**config.mk**
```make
export PLATFORM = sky130hd
export DESIGN_NAME = sorted_list_insert_delete
export DESIGN_NICKNAME = d
export VERILOG_FILES = /design/src/sli_pkg.sv /design/src/sli_ctrl.sv /design/src/sli_datapath.sv /design/src/sorted_list_insert_delete.sv
export SDC_FILE = /design/constraint.sdc
export NUM_CORES = 2
export LEC_CHECK = 0
export BUFFER_PORTS_ARGS = -buffer_cell sky130_fd_sc_hd__buf_2
export CORE_MARGIN = 5
export CORE_UTILIZATION = 45
export DETAILED_ROUTE_END_ITERATION = 7
export SLEW_MARGIN = 40
export SYNTH_ARGS = -nofsm -noshare
export SYNTH_HDL_FRONTEND = slang
export SYNTH_SLANG_ARGS = --single-unit
```
**constraint.sdc**
```tcl
create_clock -name clk_i -period 11.7 [get_ports clk_i]
set_input_delay 0.585 -clock clk_i [delete_from_list [all_inputs] [get_ports clk_i]]
set_output_delay 0.585 -clock clk_i [all_outputs]
set_load 0.05 [all_outputs]
```
**src/sli_pkg.sv**
```systemverilog
// ----------------------------------------------------------------------------
// sli_pkg
// Shared types and constants for the sorted list insert/delete block.
// ----------------------------------------------------------------------------
package sli_pkg;

  // list capacity, 2 .. 31 (count_o is CountW = 5 bits wide)
  localparam int unsigned Depth  = 16;
  localparam int unsigned FillW  = $clog2(Depth + 1);
  localparam int unsigned ValueW = 32;
  localparam int unsigned CountW = 5;
  localparam int unsigned StatusW = 2;

  // opcodes
  localparam logic OpInsert = 1'b0;
  localparam logic OpDelete = 1'b1;

  // result status codes
  localparam logic [StatusW-1:0] StatusDone     = 2'd0;
  localparam logic [StatusW-1:0] StatusFull     = 2'd1;
  localparam logic [StatusW-1:0] StatusNotFound = 2'd2;

  typedef enum logic [1:0] {
    StIdle,
    StCmp,
    StUpd,
    StResp
  } sli_state_e;

  // controller to datapath commands
  typedef struct packed {
    logic load;     // capture the incoming transaction
    logic compare;  // register per-cell compare results
    logic update;   // shift the cells and form the result
  } sli_cmd_t;

endpackage

```
**src/sli_ctrl.sv**
```systemverilog
// ----------------------------------------------------------------------------
// sli_ctrl
// Sequencer: accept, compare, update, respond.
// ----------------------------------------------------------------------------
module sli_ctrl import sli_pkg::*; (
  input  logic     clk_i,
  input  logic     rst_ni,
  input  logic     start_i,
  output logic     busy_o,
  output logic     done_o,
  output sli_cmd_t cmd_o
);

  sli_state_e state_q, state_d;
  logic       accept;

  always_ff @(posedge clk_i or negedge rst_ni) begin
    if (!rst_ni) begin
      state_q <= StIdle;
    end else begin
      state_q <= state_d;
    end
  end

  always_comb begin
    busy_o = state_q inside {StCmp, StUpd};
    accept = start_i && !busy_o;
    done_o = (state_q == StResp);
    cmd_o.load    = accept;
    cmd_o.compare = (state_q == StCmp);
    cmd_o.update  = (state_q == StUpd);
    state_d = state_q;
    case (state_q)
      StIdle: begin
        if (accept) state_d = StCmp;
      end
      StCmp:  state_d = StUpd;
      StUpd:  state_d = StResp;
      StResp: begin
        state_d = accept ? StCmp : StIdle;
      end
      default: state_d = StIdle;
    endcase
  end

endmodule

```
**src/sli_datapath.sv**
```systemverilog
// ----------------------------------------------------------------------------
// sli_datapath
// Row of compare-and-shift cells holding the list, plus result registers.
// ----------------------------------------------------------------------------
module sli_datapath import sli_pkg::*; (
  input  logic                     clk_i,
  input  logic                     rst_ni,
  input  sli_cmd_t                 cmd_i,
  input  logic                     opcode_i,
  input  logic signed [ValueW-1:0] value_i,
  output logic [StatusW-1:0]       status_o,
  output logic [CountW-1:0]        count_o,
  output logic signed [ValueW-1:0] smallest_o
);

  logic signed [ValueW-1:0] entry_q [Depth];
  logic signed [ValueW-1:0] entry_d [Depth];
  logic signed [ValueW-1:0] ins_e   [Depth];
  logic signed [ValueW-1:0] del_e   [Depth];
  logic [FillW-1:0]         fill_q, fill_d;
  logic                     op_q;
  logic signed [ValueW-1:0] value_q;
  logic [Depth-1:0]         lt_q, lt_now, eq_now, valid, lt_prev_now, lt_prev_q;
  logic [Depth-1:0]         first_ge;
  logic                     found_q, found_now;
  logic                     full;
  logic [StatusW-1:0]       status_q, status_d;
  logic [CountW-1:0]        count_q;
  logic signed [ValueW-1:0] smallest_q, smallest_d;
  logic [FillW+CountW-1:0]  fill_ext;

  // compare stage: every cell checks itself against the value
  always_comb begin
    for (int j = 0; j < Depth; j++) begin
      valid[j]  = fill_q > FillW'(j);
      lt_now[j] = valid[j] && (entry_q[j] < value_q);
      eq_now[j] = valid[j] && (entry_q[j] == value_q);
    end
    lt_prev_now = {lt_now[Depth-2:0], 1'b1};
    // list is sorted, so the first cell not below the value is the only candidate
    first_ge  = valid & ~lt_now & lt_prev_now;
    found_now = |(first_ge & eq_now);
  end

  // update stage: shifted images of the row
  always_comb begin
    lt_prev_q = {lt_q[Depth-2:0], 1'b1};
    for (int j = 0; j < Depth; j++) begin
      if (lt_q[j]) begin
        ins_e[j] = entry_q[j];
      end else if (lt_prev_q[j] || j == 0) begin
        ins_e[j] = value_q;
      end else begin
        ins_e[j] = entry_q[(j == 0) ? 0 : j - 1];
      end
      if (lt_q[j] || j == Depth - 1) begin
        del_e[j] = entry_q[j];
      end else begin
        del_e[j] = entry_q[(j == Depth - 1) ? j : j + 1];
      end
    end
  end

  always_comb begin
    full     = (fill_q == FillW'(Depth));
    entry_d  = entry_q;
    fill_d   = fill_q;
    status_d = StatusDone;
    if (op_q == OpInsert) begin
      if (full) begin
        status_d = StatusFull;
      end else begin
        entry_d = ins_e;
        fill_d  = fill_q + FillW'(1);
      end
    end else begin
      if (found_q) begin
        entry_d = del_e;
        fill_d  = fill_q - FillW'(1);
      end else begin
        status_d = StatusNotFound;
      end
    end
    smallest_d = (fill_d != '0) ? entry_d[0] : '0;
    fill_ext   = {{CountW{1'b0}}, fill_d};
  end

  always_ff @(posedge clk_i or negedge rst_ni) begin
    if (!rst_ni) begin
      fill_q <= '0;
    end else if (cmd_i.update) begin
      fill_q <= fill_d;
    end
  end

  always_ff @(posedge clk_i) begin
    if (cmd_i.load) begin
      op_q    <= opcode_i;
      value_q <= value_i;
    end
    if (cmd_i.compare) begin
      lt_q    <= lt_now;
      found_q <= found_now;
    end
    if (cmd_i.update) begin
      entry_q    <= entry_d;
      status_q   <= status_d;
      count_q    <= fill_ext[CountW-1:0];
      smallest_q <= smallest_d;
    end
  end

  assign status_o   = status_q;
  assign count_o    = count_q;
  assign smallest_o = smallest_q;

endmodule

```
**src/sorted_list_insert_delete.sv**
```systemverilog
// ----------------------------------------------------------------------------
// sorted_list_insert_delete
// Bounded ascending list of signed 32-bit values with insert and delete.
// ----------------------------------------------------------------------------
// Usage
//   Command channel: drive opcode_i/value_i and raise start; the transaction
//   is taken on a rising edge where start is high and busy is low.
//   opcode 0 inserts value before the first entry not less than it,
//   opcode 1 removes the first entry equal to value.
//   Result channel: done_o is high for one cycle with status_o, count_o
//   (entries after the transaction) and smallest_o (zero when empty).
//   Status: done, full (insert dropped) or not found (list unchanged).
// Timing
//   After the accept edge the sequencer steps through the compare state,
//   the update state and the result state, in which done_o is high. busy
//   is low in the result cycle, so a new transaction may be accepted there;
//   none is taken while one is in compare or update.
// Reset
//   rst_ni clears the fill count and the sequencer; cell contents are not
//   cleared, unused cells never reach a result. The receiver cannot stall: the
//   result is there for its one cycle only.
// ----------------------------------------------------------------------------
module sorted_list_insert_delete import sli_pkg::*; (
  input  logic                     clk_i,
  input  logic                     rst_ni,
  input  logic                     start,
  output logic                     busy,
  input  logic                     opcode_i,
  input  logic signed [ValueW-1:0] value_i,
  output logic                     done_o,
  output logic [StatusW-1:0]       status_o,
  output logic [CountW-1:0]        count_o,
  output logic signed [ValueW-1:0] smallest_o
);

  sli_cmd_t cmd;

  // sequencer: owns the handshake and steps the datapath
  sli_ctrl u_ctrl (
    .clk_i   (clk_i),
    .rst_ni  (rst_ni),
    .start_i (start),
    .busy_o  (busy),
    .done_o  (done_o),
    .cmd_o   (cmd)
  );

  // cell row and result registers
  sli_datapath u_datapath (
    .clk_i      (clk_i),
    .rst_ni     (rst_ni),
    .cmd_i      (cmd),
    .opcode_i   (opcode_i),
    .value_i    (value_i),
    .status_o   (status_o),
    .count_o    (count_o),
    .smallest_o (smallest_o)
  );

endmodule

```
==> results.yml <==
setup_path:
  start_kind: "flip-flop"
  crit_path_max_fanout: 17
  critPathTopFamily: "simple AND/OR/NAND/NOR gates"
  required_ns: 12.06
  worstReg2RegStart: "u_datapath.value_q[23]"
  crit_arrival_ns: 5.07
  r2r.worst_path.cells: 10
  worst_path_largest_cell_delay_ns: 0.82
  crit_chain: "inv_1 > ha_1 > nand4_1 > nor4_1 > o41ai_1 > a41oi_1 > or3_1 > nand4_1 > a2111oi_2 > o2111ai_1"
  crit_slowest_cell: "edfxtp_1"
  path_buf_inv: 1
  critPathKind: "reg2reg"
  regToRegSetupSlack_ns: 7.00
  critPathMostFrequentCell: "nand4_1"
  cp-end-kind: "flip-flop"
  r2r_end: "u_datapath.found_q"
finish:
  layout.nets: 4456
  syn2layout_area_growth_pct: 10.0
  fillers: 8471
  multiInputGateArea_sq_um: 22100
  ff_latch_area_sq_um: 18200
  drive_above_1_share: 0.0723
  postLayoutCoreUtil: 0.497
timing:
  slew_headroom: 0.367
  tightest_slew_ns: 0.926
  setup_viol: 0
  final-hold-violation-count: 0
  slew_viol_final: 0
  rsz0062_at_grt: "no"
  layout_setup_ws_ns: 7.00
  whs_ns: 0.133
  fmax_mhz: 213
  min_period_ns: 4.70
  finalCritPeriodShare: 0.402
  finalSetupTns_ns: 0
  skew_ns: 0.0253
floorplan:
  fp.dieH_um: 313
  ios: 77
  fp.coreArea_sq_um: 91500
  row_count: 111
  die_w_um: 313
  die_area_sq_um: 98100
  start_util: 0.452
yosys:
  syn_avg_cell_area_sq_um: 10.6
  async_flop_share: 0.0115
  synth-seq-cells: 608
  synth_top_area_frac: 0.436
  seq_area_frac_synth: 0.440
  synth_area_leaders: "edfxtp_1, ha_1, mux2i_1"
  yosysTopAreaCell: "edfxtp_1"
  ys.flop_type: "edfxtp_1"
  synth_edf_count: 601
  yosysMostFrequentCell: "edfxtp_1"
  yosys.cell_types.count: 72
  syn_inst: 3914
  mappedNetlistNets: 4472
  synth_commonest_cells: "edfxtp_1, mux2i_1, nand2_1, ha_1, o21ai_0"
  syn_area_sq_um: 41400
  ys_warn_count: 0
placed_design:
  port_buffers: 76
  place_congestion: 0.909
  place_ws_ns: 6.86
  hpwl_mm: 88.0
drt:
  drt_wl_total_mm: 124
  drt_iter0_drc: 2622
  routed.top_layer: "met4"
  drc_errors: 0
  ant_nets: 0
  vias_per_cell: 6.12
  drt-met1-wl_mm: 57.3
  dr_total_vias: 31500
  met2_length_mm: 56.9
  firstDrtPassIters: 6
  wl_met3_mm: 7.07
  wl_per_cell_um: 24.1
grt:
  antenna_found_initial: 2
  overflow: 0
  grt_start_max_net_pins: 144
  grt_usage: 0.244
  grt_pass1_vias: 31200
  grt_pass1_wl_mm: 190
clocking:
  root_buffer: "clkbuf_16"
  clock_path_buffers: 3
  cts_resized: 0
  cts_tree: "built"
  path_clk_slew_ns: 0.06
  post-cts-setup-buffers: 0
  cts.sinks: 608
  cts_buffers: 73
  cts_hold_buf: 1
  htree_levels: 3
  clock_latency_ns: 0.64
power:
  total_power_mw: 12.4
  ir_drop_v: 0.000154
  p_per_area_nw_per_um2: 273
  p_leak_nw: 18.2
run:
  drv_cap: 0
worst_hold_path:
  hold-path-endpoint: "u_datapath.op_q"
  hold_start: "opcode_i"
  hp-class: "in2reg"
  min_path_cells: 1
outcome:
  status: "finished clean"
[area by class of cell]
| type | instances | area share |
|---|---|---|
| inverters | 64 | 0.00528 |
| multi-input cells | 2992 | 0.486 |
| clock buffers | 104 | 0.0455 |
| repair buffers | 159 | 0.0270 |
| clock inverters | 27 | 0.00360 |
| well taps | 1186 | 0.0326 |
| flip-flops and latches | 608 | 0.400 |
| diodes | 1 | 0.0000550 |
[registers in the layout (all words and copies together) (netlist names)]
name	flops
u_datapath.del_e	32
u_datapath.count_o	5
u_datapath.found_q	1
u_datapath.lt_q	16
u_datapath.status_o	2
u_datapath.smallest_o	32
u_datapath.fill_q	5
u_datapath.entry_q	480
u_ctrl.state_q	2
u_datapath.value_q	32
u_datapath.op_q	1
[power breakdown]
group / internal [mW] / total (mW) / switching (mW)
Clock: 1.27 / 2.23 / 0.957
Sequential: 3.52 / 4.21 / 0.683
Combinational: 2.19 / 5.99 / 3.80
[logic make-up after synthesis]
family,count (synthesis),synth area share
AND/OR/NAND/NOR,985,0.109
AO/OA/AOI/OAI,895,0.122
flip-flops,608,0.440
multiplexers,584,0.141
adder cells (fa/ha/maj),522,0.158
buffers and inverters,314,0.0287
XOR/XNOR,6,0.00127
[worst max path at each step]
| stage | slack, ns | from | cells past startpoint | to |
|---|---|---|---|---|
| final | 7.00 | u_datapath.value_q[23] | 10 | u_datapath.found_q |
| after global routing | 6.65 | u_datapath.value_q[23] | 10 | u_datapath.found_q |
| after CTS | 6.85 | u_datapath.value_q[31] | 10 | u_datapath.found_q |
| after detailed placement | 6.86 | u_datapath.value_q[31] | 10 | u_datapath.found_q |
| after global placement | 6.88 | u_datapath.value_q[31] | 10 | u_datapath.found_q |
| after floorplan | 6.94 | u_ctrl.state_q[0] | 6 | u_datapath.entry_q[100] |
[per-layer routing]
metal,up-vias,track usage
li1,14700,-
met1,15600,0.352
met2,977,0.392
met3,180,0.0337
met4,0,0.0580
met5,-,0
[layout by cell type, fill, tap and decap left out, types with 14 or more instances in the layout]
master and instances:
edfxtp_1 601, mux2i_1 580, nand2_1 559, ha_1 520
o21ai_0 504, a21oi_1 200, nor2_1 101, nand4_1 90
clkbuf_16 79, buf_2 76, inv_1 63, buf_4 63
nor2b_1 60, a21o_1 44, nand3_1 39, clkbuf_1 25
nor4_1 21, clkinv_1 20, nor3_1 18, and4_1 18
a211oi_1 15, o211ai_1 14, o22ai_1 14
[per-stage QoR]
stage,area (sq um),instances
after floorplan,41400,3914
after global placement,42900,4993
after detailed placement,43300,5008
after CTS,45500,5140
after global routing,45500,5140
final,45500,5141
No activity file was read; power rests on OpenSTA's default activity.
